$ cat src/rtl/core/serial_console_line_editor_unit_assert.svh
// ----------------------------------------------------------------------------
// Serial console line editor assertion macros
// Shared property forms for the line editor modules.
// ----------------------------------------------------------------------------
`ifndef SERIAL_CONSOLE_LINE_EDITOR_UNIT_ASSERT_SVH
`define SERIAL_CONSOLE_LINE_EDITOR_UNIT_ASSERT_SVH

// Same-cycle implication, checked outside reset.
`define SCE_ASSERT_IMPLY(label, ante, cons, msg) \
  label: assert property (@(posedge clk) disable iff (rst) (ante) |-> (cons)) \
    else $error(msg);

// Next-cycle implication, checked outside reset.
`define SCE_ASSERT_NEXT(label, ante, cons, msg) \
  label: assert property (@(posedge clk) disable iff (rst) (ante) |=> (cons)) \
    else $error(msg);

`endif

$ cat src/rtl/core/sce_pkg.sv
// ----------------------------------------------------------------------------
// Serial console line editor package
// Types, constants and codes shared by the line editor modules.
// ----------------------------------------------------------------------------
package sce_pkg;

  localparam int LINE_DEPTH = 32;
  localparam int ADDR_W = $clog2(LINE_DEPTH);
  localparam int CNT_W = $clog2(LINE_DEPTH + 1);

  localparam int QUEUE_DEPTH = 2;
  localparam int QPTR_W = (QUEUE_DEPTH > 1) ? $clog2(QUEUE_DEPTH) : 1;
  localparam int QCNT_W = $clog2(QUEUE_DEPTH + 1);

  localparam logic [7:0] BREAK_BYTE = 8'd3;
  localparam logic [7:0] ESC_BYTE = 8'd27;
  localparam logic [7:0] BRACKET_BYTE = 8'd91;
  localparam logic [7:0] UP_BYTE = 8'd65;
  localparam logic [7:0] DOWN_BYTE = 8'd66;

  localparam logic [7:0] CFG_NEWLINE = 8'd0;
  localparam logic [7:0] CFG_ERASE = 8'd1;
  localparam logic [7:0] CFG_CURSOR_BACK = 8'd2;
  localparam logic [7:0] CFG_BLANK = 8'd3;

  localparam logic [7:0] RST_NEWLINE = 8'd13;
  localparam logic [7:0] RST_ERASE = 8'd8;
  localparam logic [7:0] RST_CURSOR_BACK = 8'd8;
  localparam logic [7:0] RST_BLANK = 8'd32;

  typedef enum logic [2:0] {
    KIND_ECHO   = 3'd0,
    KIND_CMD    = 3'd1,
    KIND_END    = 3'd2,
    KIND_FULL   = 3'd3,
    KIND_CANCEL = 3'd4,
    KIND_UP     = 3'd5,
    KIND_DOWN   = 3'd6
  } kind_t;

  typedef enum logic [2:0] {
    OP_STORE,
    OP_LINE,
    OP_ERASE,
    OP_CANCEL,
    OP_UP,
    OP_DOWN,
    OP_FULL
  } cmd_op_t;

  typedef enum logic [2:0] {
    ST_IDLE,
    ST_ERASE1,
    ST_ERASE2,
    ST_FETCH,
    ST_PLAY,
    ST_END
  } back_state_t;

  typedef struct packed {
    cmd_op_t          op;
    logic [7:0]       data;
    logic [CNT_W-1:0] cnt;
  } cmd_t;

  typedef struct packed {
    logic [7:0] newline;
    logic [7:0] erase;
    logic [7:0] cursor_back;
    logic [7:0] blank;
  } cfg_regs_t;

endpackage

$ cat src/rtl/core/sce_front.sv
// ----------------------------------------------------------------------------
// Line editor front end
// Accepts received bytes, tracks the line fill and escape state, and queues
// one command for each byte that gives results.
// ----------------------------------------------------------------------------
module sce_front (
  input  logic                    clk,
  input  logic                    rst,
  input  logic                    in_valid,
  output logic                    in_stall,
  input  logic [7:0]              rx_byte,
  input  logic                    iterative_running,
  input  sce_pkg::cfg_regs_t      cfg,
  input  logic                    q_full,
  output logic                    push,
  output sce_pkg::cmd_t           push_cmd
);

  logic [sce_pkg::CNT_W-1:0] fill;
  logic [sce_pkg::CNT_W-1:0] fill_next;
  logic                      esc;
  logic                      esc_next;
  logic                      brk;
  logic                      brk_next;
  logic                      accept;
  logic                      has_cmd;
  logic                      esc_a;
  logic                      brk_a;

  assign in_stall = q_full;
  assign accept = in_valid && !q_full;
  assign push = accept && has_cmd;

  always_comb begin
    esc_a = esc;
    brk_a = brk;
    if (esc && !brk && rx_byte != sce_pkg::BRACKET_BYTE) begin
      esc_a = 1'b0;
      brk_a = 1'b0;
    end
    if (esc && brk && rx_byte != sce_pkg::UP_BYTE && rx_byte != sce_pkg::DOWN_BYTE) begin
      esc_a = 1'b0;
      brk_a = 1'b0;
    end

    fill_next = fill;
    esc_next = esc_a;
    brk_next = brk_a;
    has_cmd = 1'b0;
    push_cmd.op = sce_pkg::OP_STORE;
    push_cmd.data = rx_byte;
    push_cmd.cnt = fill;

    priority if (fill >= sce_pkg::CNT_W'(sce_pkg::LINE_DEPTH - 1) && rx_byte != cfg.erase) begin
      has_cmd = 1'b1;
      push_cmd.op = sce_pkg::OP_FULL;
    end else if (rx_byte == cfg.newline) begin
      has_cmd = 1'b1;
      push_cmd.op = sce_pkg::OP_LINE;
      fill_next = '0;
    end else if (rx_byte == cfg.erase) begin
      if (fill != '0) begin
        has_cmd = 1'b1;
        push_cmd.op = sce_pkg::OP_ERASE;
        fill_next = fill - sce_pkg::CNT_W'(1);
      end
    end else if (rx_byte == sce_pkg::BREAK_BYTE) begin
      has_cmd = iterative_running;
      push_cmd.op = sce_pkg::OP_CANCEL;
    end else if (rx_byte == sce_pkg::ESC_BYTE) begin
      esc_next = 1'b1;
    end else if (esc_a && rx_byte == sce_pkg::BRACKET_BYTE) begin
      brk_next = 1'b1;
    end else if (esc_a && brk_a) begin
      has_cmd = 1'b1;
      push_cmd.op = (rx_byte == sce_pkg::UP_BYTE) ? sce_pkg::OP_UP : sce_pkg::OP_DOWN;
      esc_next = 1'b0;
      brk_next = 1'b0;
    end else begin
      has_cmd = 1'b1;
      push_cmd.op = sce_pkg::OP_STORE;
      fill_next = fill + sce_pkg::CNT_W'(1);
    end
  end

  always_ff @(posedge clk) begin
    if (rst) begin
      fill <= '0;
      esc <= 1'b0;
      brk <= 1'b0;
    end else if (accept) begin
      fill <= fill_next;
      esc <= esc_next;
      brk <= brk_next;
    end
  end

`include "serial_console_line_editor_unit_assert.svh"

`SCE_ASSERT_IMPLY(a_bracket_needs_escape, brk, esc, "bracket flag set without escape flag")
`SCE_ASSERT_IMPLY(a_fill_in_range, 1'b1, fill <= sce_pkg::CNT_W'(sce_pkg::LINE_DEPTH - 1), "fill count out of range")
`SCE_ASSERT_IMPLY(a_push_on_transfer, push, in_valid && !q_full, "command queued without a transfer")

endmodule

$ cat src/rtl/core/sce_queue.sv
// ----------------------------------------------------------------------------
// Line editor command queue
// Short FIFO of commands between the front end and the back end.
// ----------------------------------------------------------------------------
module sce_queue (
  input  logic          clk,
  input  logic          rst,
  input  logic          push,
  input  sce_pkg::cmd_t push_cmd,
  output logic          full,
  output logic          q_valid,
  output sce_pkg::cmd_t q_head,
  input  logic          pop
);

  sce_pkg::cmd_t              entries [sce_pkg::QUEUE_DEPTH];
  logic [sce_pkg::QPTR_W-1:0] wr_ptr;
  logic [sce_pkg::QPTR_W-1:0] rd_ptr;
  logic [sce_pkg::QCNT_W-1:0] count;

  assign full = (count == sce_pkg::QCNT_W'(sce_pkg::QUEUE_DEPTH));
  assign q_valid = (count != '0);
  assign q_head = entries[rd_ptr];

  always_ff @(posedge clk) begin
    if (push) begin
      entries[wr_ptr] <= push_cmd;
    end
  end

  always_ff @(posedge clk) begin
    if (rst) begin
      wr_ptr <= '0;
      rd_ptr <= '0;
      count <= '0;
    end else begin
      if (push) begin
        wr_ptr <= (wr_ptr == sce_pkg::QPTR_W'(sce_pkg::QUEUE_DEPTH - 1)) ? '0 :
                  wr_ptr + sce_pkg::QPTR_W'(1);
      end
      if (pop) begin
        rd_ptr <= (rd_ptr == sce_pkg::QPTR_W'(sce_pkg::QUEUE_DEPTH - 1)) ? '0 :
                  rd_ptr + sce_pkg::QPTR_W'(1);
      end
      if (push && !pop) begin
        count <= count + sce_pkg::QCNT_W'(1);
      end else if (pop && !push) begin
        count <= count - sce_pkg::QCNT_W'(1);
      end
    end
  end

endmodule

$ cat src/rtl/core/sce_back.sv
// ----------------------------------------------------------------------------
// Line editor back end
// Executes queued commands, holds the line store and drives the result
// register.
// ----------------------------------------------------------------------------
module sce_back (
  input  logic               clk,
  input  logic               rst,
  input  sce_pkg::cfg_regs_t cfg,
  input  logic               q_valid,
  input  sce_pkg::cmd_t      q_head,
  output logic               pop,
  output logic               out_valid,
  input  logic               out_stall,
  output logic [2:0]         kind,
  output logic [7:0]         data_byte,
  output logic               run_last
);

  logic [7:0]                 line_mem [sce_pkg::LINE_DEPTH];
  logic [7:0]                 rd_data;
  sce_pkg::back_state_t       state;
  sce_pkg::back_state_t       state_next;
  logic [sce_pkg::CNT_W-1:0]  ptr;
  logic [sce_pkg::CNT_W-1:0]  ptr_next;
  logic [sce_pkg::CNT_W-1:0]  len;
  logic [sce_pkg::CNT_W-1:0]  len_next;
  logic                       wr_en;
  logic                       can_load;
  logic                       load;
  sce_pkg::kind_t             ld_kind;
  logic [7:0]                 ld_data;
  logic                       ld_last;
  sce_pkg::kind_t             o_kind;
  logic                       o_valid;
  logic                       o_last;
  logic [7:0]                 o_data;

  assign can_load = !o_valid || !out_stall;
  assign out_valid = o_valid;
  assign kind = o_kind;
  assign data_byte = o_data;
  assign run_last = o_last;

  always_comb begin
    state_next = state;
    ptr_next = ptr;
    len_next = len;
    pop = 1'b0;
    wr_en = 1'b0;
    load = 1'b0;
    ld_kind = sce_pkg::KIND_ECHO;
    ld_data = '0;
    ld_last = 1'b0;
    unique case (state)
      sce_pkg::ST_IDLE: begin
        if (q_valid && can_load) begin
          pop = 1'b1;
          unique case (q_head.op)
            sce_pkg::OP_STORE: begin
              wr_en = 1'b1;
              load = 1'b1;
              ld_data = q_head.data;
              ld_last = 1'b1;
            end
            sce_pkg::OP_LINE: begin
              len_next = q_head.cnt;
              ptr_next = '0;
              if (q_head.cnt == '0) begin
                load = 1'b1;
                ld_kind = sce_pkg::KIND_END;
                ld_last = 1'b1;
              end else begin
                state_next = sce_pkg::ST_FETCH;
              end
            end
            sce_pkg::OP_ERASE: begin
              load = 1'b1;
              ld_data = cfg.cursor_back;
              state_next = sce_pkg::ST_ERASE1;
            end
            sce_pkg::OP_CANCEL: begin
              load = 1'b1;
              ld_kind = sce_pkg::KIND_CANCEL;
              ld_last = 1'b1;
            end
            sce_pkg::OP_UP: begin
              load = 1'b1;
              ld_kind = sce_pkg::KIND_UP;
              ld_last = 1'b1;
            end
            sce_pkg::OP_DOWN: begin
              load = 1'b1;
              ld_kind = sce_pkg::KIND_DOWN;
              ld_last = 1'b1;
            end
            sce_pkg::OP_FULL: begin
              load = 1'b1;
              ld_kind = sce_pkg::KIND_FULL;
              ld_last = 1'b1;
            end
            default: begin
            end
          endcase
        end
      end
      sce_pkg::ST_ERASE1: begin
        if (can_load) begin
          load = 1'b1;
          ld_data = cfg.blank;
          state_next = sce_pkg::ST_ERASE2;
        end
      end
      sce_pkg::ST_ERASE2: begin
        if (can_load) begin
          load = 1'b1;
          ld_data = cfg.cursor_back;
          ld_last = 1'b1;
          state_next = sce_pkg::ST_IDLE;
        end
      end
      sce_pkg::ST_FETCH: begin
        state_next = sce_pkg::ST_PLAY;
      end
      sce_pkg::ST_PLAY: begin
        if (can_load) begin
          load = 1'b1;
          ld_kind = sce_pkg::KIND_CMD;
          ld_data = rd_data;
          ptr_next = ptr + sce_pkg::CNT_W'(1);
          state_next = (ptr_next == len) ? sce_pkg::ST_END : sce_pkg::ST_FETCH;
        end
      end
      sce_pkg::ST_END: begin
        if (can_load) begin
          load = 1'b1;
          ld_kind = sce_pkg::KIND_END;
          ld_last = 1'b1;
          state_next = sce_pkg::ST_IDLE;
        end
      end
      default: begin
        state_next = sce_pkg::ST_IDLE;
      end
    endcase
  end

  always_ff @(posedge clk) begin
    if (wr_en) begin
      line_mem[q_head.cnt[sce_pkg::ADDR_W-1:0]] <= q_head.data;
    end
    rd_data <= line_mem[ptr[sce_pkg::ADDR_W-1:0]];
  end

  always_ff @(posedge clk) begin
    if (rst) begin
      state <= sce_pkg::ST_IDLE;
      ptr <= '0;
      len <= '0;
      o_valid <= 1'b0;
    end else begin
      state <= state_next;
      ptr <= ptr_next;
      len <= len_next;
      if (load) begin
        o_valid <= 1'b1;
      end else if (!out_stall) begin
        o_valid <= 1'b0;
      end
    end
  end

  always_ff @(posedge clk) begin
    if (load) begin
      o_kind <= ld_kind;
      o_data <= ld_data;
      o_last <= ld_last;
    end
  end

`include "serial_console_line_editor_unit_assert.svh"

`SCE_ASSERT_IMPLY(a_pop_when_idle, pop, state == sce_pkg::ST_IDLE, "command taken while busy")
`SCE_ASSERT_IMPLY(a_play_in_range, state == sce_pkg::ST_FETCH || state == sce_pkg::ST_PLAY, ptr < len, "playout pointer past line end")
`SCE_ASSERT_NEXT(a_erase_ends_last, state == sce_pkg::ST_ERASE2 && can_load, o_valid && o_last, "erase sequence did not end with a last result")

endmodule

$ cat src/rtl/core/serial_console_line_editor_unit.sv
// ----------------------------------------------------------------------------
// Serial console line editor
// A command from an input transfer is queued; the back end then loads the
// result register from the queue head. The front takes one byte a cycle into
// a two-entry command queue while it is not full; the back end takes a command
// only when idle and plays a newline's stored bytes through the registered
// line store read. Reset clears line fill, escape state and queue.
// ----------------------------------------------------------------------------
module serial_console_line_editor_unit (
  input  logic       clk,
  input  logic       rst,
  input  logic       in_valid,
  output logic       in_stall,
  input  logic [7:0] rx_byte,
  input  logic       iterative_running,
  output logic       out_valid,
  input  logic       out_stall,
  output logic [2:0] kind,
  output logic [7:0] data_byte,
  output logic       run_last,
  input  logic       cfg_valid,
  output logic       cfg_ready,
  input  logic [7:0] cfg_index,
  input  logic [7:0] cfg_data
);

  sce_pkg::cfg_regs_t cfg;
  sce_pkg::cmd_t      push_cmd;
  sce_pkg::cmd_t      q_head;
  logic               push;
  logic               q_full;
  logic               q_valid;
  logic               pop;

  assign cfg_ready = 1'b1;

  always_ff @(posedge clk) begin
    if (rst) begin
      cfg.newline <= sce_pkg::RST_NEWLINE;
      cfg.erase <= sce_pkg::RST_ERASE;
      cfg.cursor_back <= sce_pkg::RST_CURSOR_BACK;
      cfg.blank <= sce_pkg::RST_BLANK;
    end else if (cfg_valid && cfg_ready) begin
      unique case (cfg_index)
        sce_pkg::CFG_NEWLINE:     cfg.newline <= cfg_data;
        sce_pkg::CFG_ERASE:       cfg.erase <= cfg_data;
        sce_pkg::CFG_CURSOR_BACK: cfg.cursor_back <= cfg_data;
        sce_pkg::CFG_BLANK:       cfg.blank <= cfg_data;
        default: begin
        end
      endcase
    end
  end

  sce_front u_front (
    .clk               (clk),
    .rst               (rst),
    .in_valid          (in_valid),
    .in_stall          (in_stall),
    .rx_byte           (rx_byte),
    .iterative_running (iterative_running),
    .cfg               (cfg),
    .q_full            (q_full),
    .push              (push),
    .push_cmd          (push_cmd)
  );

  sce_queue u_queue (
    .clk      (clk),
    .rst      (rst),
    .push     (push),
    .push_cmd (push_cmd),
    .full     (q_full),
    .q_valid  (q_valid),
    .q_head   (q_head),
    .pop      (pop)
  );

  sce_back u_back (
    .clk       (clk),
    .rst       (rst),
    .cfg       (cfg),
    .q_valid   (q_valid),
    .q_head    (q_head),
    .pop       (pop),
    .out_valid (out_valid),
    .out_stall (out_stall),
    .kind      (kind),
    .data_byte (data_byte),
    .run_last  (run_last)
  );

endmodule

$ cat config.mk
export PLATFORM = sky130hd
export DESIGN_NAME = serial_console_line_editor_unit
export DESIGN_NICKNAME = d
export VERILOG_FILES = /design/src/rtl/core/sce_pkg.sv /design/src/rtl/core/sce_front.sv /design/src/rtl/core/sce_queue.sv /design/src/rtl/core/sce_back.sv /design/src/rtl/core/serial_console_line_editor_unit.sv
export VERILOG_INCLUDE_DIRS = /design/src /design/src/rtl/core
export SDC_FILE = /design/constraint.sdc
export NUM_CORES = 1
export LEC_CHECK = 0
export ABC_CLOCK_PERIOD_IN_PS = 5600
export BUFFER_PORTS_ARGS = -buffer_cell sky130_fd_sc_hd__buf_4
export CAP_MARGIN = 20
export CORE_ASPECT_RATIO = 1.5
export CORE_MARGIN = 4
export CORE_UTILIZATION = 50
export CTS_BUF_LIST = sky130_fd_sc_hd__clkbuf_2
export DETAILED_ROUTE_END_ITERATION = 16
export PLACE_DENSITY_LB_ADDON = 0.1
export SLEW_MARGIN = 30
export SYNTH_ARGS = -nofsm -noshare
export SYNTH_HDL_FRONTEND = slang
export SYNTH_SLANG_ARGS = --single-unit
$ cat constraint.sdc
create_clock -name clk -period 5.6 [get_ports clk]
set_clock_uncertainty 0.15 [all_clocks]
set_input_delay 1.12 -clock clk [delete_from_list [all_inputs] [get_ports clk]]
set_output_delay 1.12 -clock clk [all_outputs]
set_load 0.005 [all_outputs]
# After elaboration in Yosys (flattened, before gate mapping)
# Memories as Yosys holds them, arrays and structs flattened. A register that Yosys moved wholly into a read port is not among the register bits.
# Index checks and enable logic that the tools add are counted.
# classes
n_addsub	7
magnitude_cmp	1
eq_ne	39
n_mux	90
bitwise	1
n_reduce_logical	40
# op_table
operator	n
6-bit 2-to-1 mux	10
1-bit 2-to-1 mux	46
3-bit 2-to-1 mux	14
8-bit 2-to-1 mux	4
8-bit case mux with 4 select lines	1
3-bit case mux with 5 select lines	2
8-bit by 2-bit equality test with 1-bit output (second input constant)	3
8-bit by 7-bit inequality test with 1-bit output (second input constant)	3
8-bit by 7-bit equality test with 1-bit output (second input constant)	2
8-bit equality test	2
8-bit case mux with 2 select lines	1
3-bit equality test (second input constant)	5
1-bit logical AND	13
6-bit by 1-bit adder with 6-bit output (second input constant)	2
3-bit by 2-bit equality test with 1-bit output (second input constant)	4
3-bit by 1-bit inequality test with 1-bit output (second input constant)	4
6-bit case mux with 2 select lines	1
2-bit 2-to-1 mux	5
2-bit by 1-bit inequality test with 1-bit output (second input constant)	5
3-bit case mux with 3 select lines	1
8-bit by 1-bit equality test with 1-bit output (second input constant)	1
8-bit by 5-bit equality test with 1-bit output (second input constant)	1
8-bit zero test	1
8-bit inequality test	1
29 further kinds	46
# word_totals
regBits	72
mem_bits_rw	290
out_inout_bits	15
elab_cells	197
memories	2
# mem_list
memory	depth	width	read_ports	rd_ports_with_merged_regs	wr	line	source
u_back.line_mem	32	8	1	1	1	sce_back.sv:20	logic [7:0] line_mem [sce_pkg::LINE_DEPTH];
u_queue.entries	2	17	1	1	1	sce_queue.sv:16	sce_pkg::cmd_t entries [sce_pkg::QUEUE_DEPTH];

# Logic depth before layout (Yosys ltp)
# depth
word_depth	17
mapped_depth	13
mapped_depth_nobuf	11

# Cells and area by module
# From an unflattened synthesis, not the netlist that was laid out.
# unflattened
hier_cells	966
area_unflattened_um2	15783.9
# modules_own_cells
module	instances	cells_per_inst	area_per_inst_um2	seq_area_each_um2
sce_back	1	632	11837.6	8528.2
sce_queue	1	75	1435.1	1121.1
serial_console_line_editor_unit	1	123	1341.3	640.6
sce_front	1	136	1169.9	160.2

# Least setup slack after synthesis
# No wires, ideal clock.
# synth_path
path_kind	input to register
from	input rx_byte[1]
to	register u_front.fill[5] (netlist name)
setup_time_ns	0.131
t_arrival_ns	3.428
path_slack_ns	1.891
path_stages	13
path_cell_list	buf_2 -> xor2_1 -> nor4_4 -> nand2_1 -> buf_4 -> inv_2 -> ha_1 -> a21o_1 -> a311o_1 -> a21oi_1 -> xnor2_1 -> a221oi_1 -> o22ai_1
# synth_via
elab_chain_cells	7
elab_cells_between_ends	28
classes_between	eq/ne (14); mux (6); bitwise (1); reduce/logical (7)
# synth_rtl
item	line	source
start, declared	serial_console_line_editor_unit.sv:14	input logic [7:0] rx_byte,
8-bit by 7-bit inequality test with 1-bit output (on tied branches)	sce_front.sv:37, sce_front.sv:41	
1-bit logical AND (on tied branches)	sce_front.sv:37, sce_front.sv:41	
1-bit 2-to-1 mux / 1-bit logical AND (equally long branches)	sce_front.sv:37, sce_front.sv:41	
1-bit 2-to-1 mux	sce_front.sv:41	if (esc && brk && rx_byte != sce_pkg::UP_BYTE && rx_byte != sce_pkg::DOWN_BYTE) begin
1-bit logical AND (on tied branches)	sce_front.sv:72, sce_front.sv:74	
3-bit by 1-bit inequality test with 1-bit output (no line)	--	
7-bit AND reduction (no line)	--	
end signal, assigned	sce_front.sv:92	fill <= fill_next;
end, declared	sce_front.sv:19	logic [sce_pkg::CNT_W-1:0] fill;
# Parallel ways exist; a longest one is shown, timed or not.
# A chain may end at the register's enable or synchronous reset.

==> summary.txt <==
Status
  • Outcome: finished clean

Place
  • Number of buffers added on ports: 43
  • Final GP Congestion: 0.8555
  • Placement Setup Slack: between 1 and 1.5 ns
  • DP HPWL: 22,370 um

Worst setup path
  • Crit end category: register
  • Largest fanout on the critical path: 22
  • R2R depth: 7
  • Worst Setup Start Kind: register
  • Critical path arrival: 4.01 ns
  • Setup Crit Path Kind: register to register
  • Crit Reg-Reg Endpoint: u_back.data_byte[2]
  • R2r setup slk: 2.03 ns
  • Required time worst endpoint: 6.04 ns

STA
  • Final setup vio count: 0
  • RSZ-0062 raised after global routing: false
  • Final period utilization: 63.79%
  • Final Slew Violations: 0
  • Tightest Pin Transition: ~0.83 ns
  • Final Hold Viols: 0
  • Rel. slew slack: 44.44%
  • Slack of the critical path: around 2.0 ns
  • Fmax: around 280 MHz
  • Final min period: about 3.6 ns
  • Total negative setup slack: 0 ns

Clock tree
  • Number of H-tree levels: 3
  • Latest clock arrival within the worst-skew pair: between 0.9 and 1 ns
  • Total CTS buffers: 83
  • Root Driver: clkbuf_2
  • Clk sinks: 371
  • Hold-fix buffers, CTS: 0
  • CTS tree: done
  • Post-cts gate resize count: 0
  • Clk buf depth: 3
  • Post-CTS setup buffers: 0
  • Clock-pin slew on the worst setup and hold paths: 0.12 ns

Global routing
  • Overflow after GRT: 0
  • Initial antenna violation count: 1
  • Vias in the first global route: 8,865
  • Global-route wire length before repair: between 50,000 and 60,000 um
  • Total GRT Usage: 20.73%
  • Largest net degree at the start of global routing: 61

Detailed routing
  • Vias per cell: 5.664
  • Initial DRC count: around 430
  • DR DRC count: 0
  • Vias: 8,382
  • Wire per inst: roughly 23 um
  • Total Wirelength: 33,480 um
  • ANT nets after route: 0
  • Pre-antenna DRT Iters: 5

Power
  • P_leak: 0.005632 uW
  • PwrDens: between 300 and 400 nW/um^2
  • Worst vdd ir: 359.2 uV
  • Total power: 6372 uW

Flow run
  • Max-Cap Viols: 0

Cells and area
  • Layout cells sized above 1: 28.17%
  • Footprint of the multi-input gates: 4576 sq um
  • Syn-to-layout area delta: 10.42%
  • Nets: ~1.1k
  • Final Util: a little under three fifths
  • Register area: 10,460 sq um
  • Filler cell count: 2,481

Floorplanning
  • Initial Util: 50.66%
  • Io pins: 45
  • Die area: 33,470 sq um
  • Row count: just under 80
  • Die W: 150.7 um
  • Die height: 222.1 um
  • Core area: 30,160 sq um

Synthesis
  • Synthesized Nets: 960
  • Post-synth cell types: 74
  • Register area share after synthesis: 68.40%
  • Yosys reg bits: around 370
  • Top FF cell, synth: edfxtp_1
  • Synth Cell Area: 15,280 sq um
  • Yosys Warn Count: 0
  • Cells after Synth: about 900
  • Async SR Flop Fraction: 0%
  • Syn_area_per_cell: around 17 sq um
  • Post-synth EDFFs: 302

Worst hold path
  • Worst Hold Launch: rx_byte[2]
  • Hold Path End: u_queue.entries[0][8]
  • Hold crit path type: primary input to register
  • WHS Path Cells: 1
[routing by layer]
layer	global-route usage [%]	part of all wire, %	up-vias
li1	-	-	3872
met3	4.192	4.2	61
met5	0	0	-
met2	36.94	55	217
met4	9.426	3.5	0
met1	23.68	37	4232
[report_power, final]
group	internal [uW]	total, uW	switching, uW	leakage, uW
logic	350	1030	677	0.00168
clock network	883	1920	1030	0.000643
registers	3320	3430	103	0.00331
total	4560	6370	1810	0.00563
[kinds of logic (layout without fill, tap and decap cells)]
logic type	count (synthesis)	in the layout	share of synthesized area (%)
AOI/OAI and AO/OA	105	105	4.988
xor gates and xnor gates	36	36	2.252
adders and majority gates	7	7	0.6224
buffers and inverters	54	210	1.720
DFF	371	371	68.40
muxes	128	128	15.10
other	1	2	0.02455
and+or+nand+nor	221	221	6.888
[critical path: stages (launching register included)]
cell     delay [ns]
dfxtp_1        0.67
buf_4          0.37
mux2i_1        0.59
o21ai_1        0.34
or3_1          0.46
a21oi_1        0.20
a21oi_1        0.08
inv_1          0.38
[layout make-up]
| type | instances | share of cell area [%] |
|---|---|---|
| Antenna cell | 1 | 0.01483 |
| Sequential cell | 371 | 61.99 |
| Clock buffer | 115 | 3.412 |
| Timing Repair Buffer | 52 | 2.388 |
| Multi-Input combinational cell | 498 | 27.13 |
| Tap cell | 400 | 2.967 |
| Inverter | 9 | 0.2003 |
| Clock inverter | 34 | 1.906 |
[synthesized netlist by cell type, drive strengths merged (17+ instances only)]
library cell / count / area (sq um)
edfxtp: 302 / 9069
a21oi: 33 / 172.7
dfxtp: 69 / 1381
nor2: 89 / 336.6
xnor2: 17 / 156.4
clkbuf: 21 / 78.83
mux2i: 28 / 280.3
mux2: 20 / 225.2
nand2: 59 / 221.5
mux4: 80 / 1802
buf: 24 / 150.1
xor2: 18 / 165.2
[metrics by stage]
step | cell area [sq um] | cells | hold WS, ns
CTS | 16860 | 1479 | 0.1282
global placement | 15940 | 1329 | 0.2908
detailed placement | 15970 | 1330 | 0.2960
floorplan | 15280 | 923 | 0.2812
global route | 16870 | 1480 | 0.1821
finish | 16870 | 1480 | 0.2411
[state kept, by name, summed over array words and instances, names as in the netlist, 2 cells and up, named ones only]
name	flops
u_queue.entries	34
u_front.fill	6
u_back.state	3
u_back.line_mem	256
u_back.len	6
u_back.ptr	6
u_back.data_byte	8
u_back.rd_data	8
u_back.kind	3
u_queue.count	2
cfg	32
[cells in the final DEF (no fill, tap or decap), types with 7 or more instances in the layout]
cell	n
nor2_1	88
mux2i_1	28
mux4_2	80
a21oi_1	31
nor3_1	7
nand3_1	10
clkinv_1	17
inv_1	8
xor2_1	17
a222oi_1	8
buf_4	51
bufinv_16	7
dfxtp_1	66
clkbuf_2	115
edfxtp_1	302
mux2_2	19
xnor2_1	16
o21ai_0	13
clkinv_2	8
nand2_1	59
nor3b_1	7
[how the worst max path moves through the flow]
stage,start,end,slack (ns),cells after the start
4_1_cts,register,u_back.run_last,1.93,7
3_3_place_gp,rx_byte[5],u_front.fill[5],1.32,12
3_5_place_dp,rx_byte[5],u_front.fill[5],1.25,12
5_1_grt,register,u_back.run_last,1.82,7
2_1_floorplan,rx_byte[1],u_front.fill[5],1.89,13
6_report,register,u_back.data_byte[2],2.03,7
No activity file was read; power rests on OpenSTA's default activity.
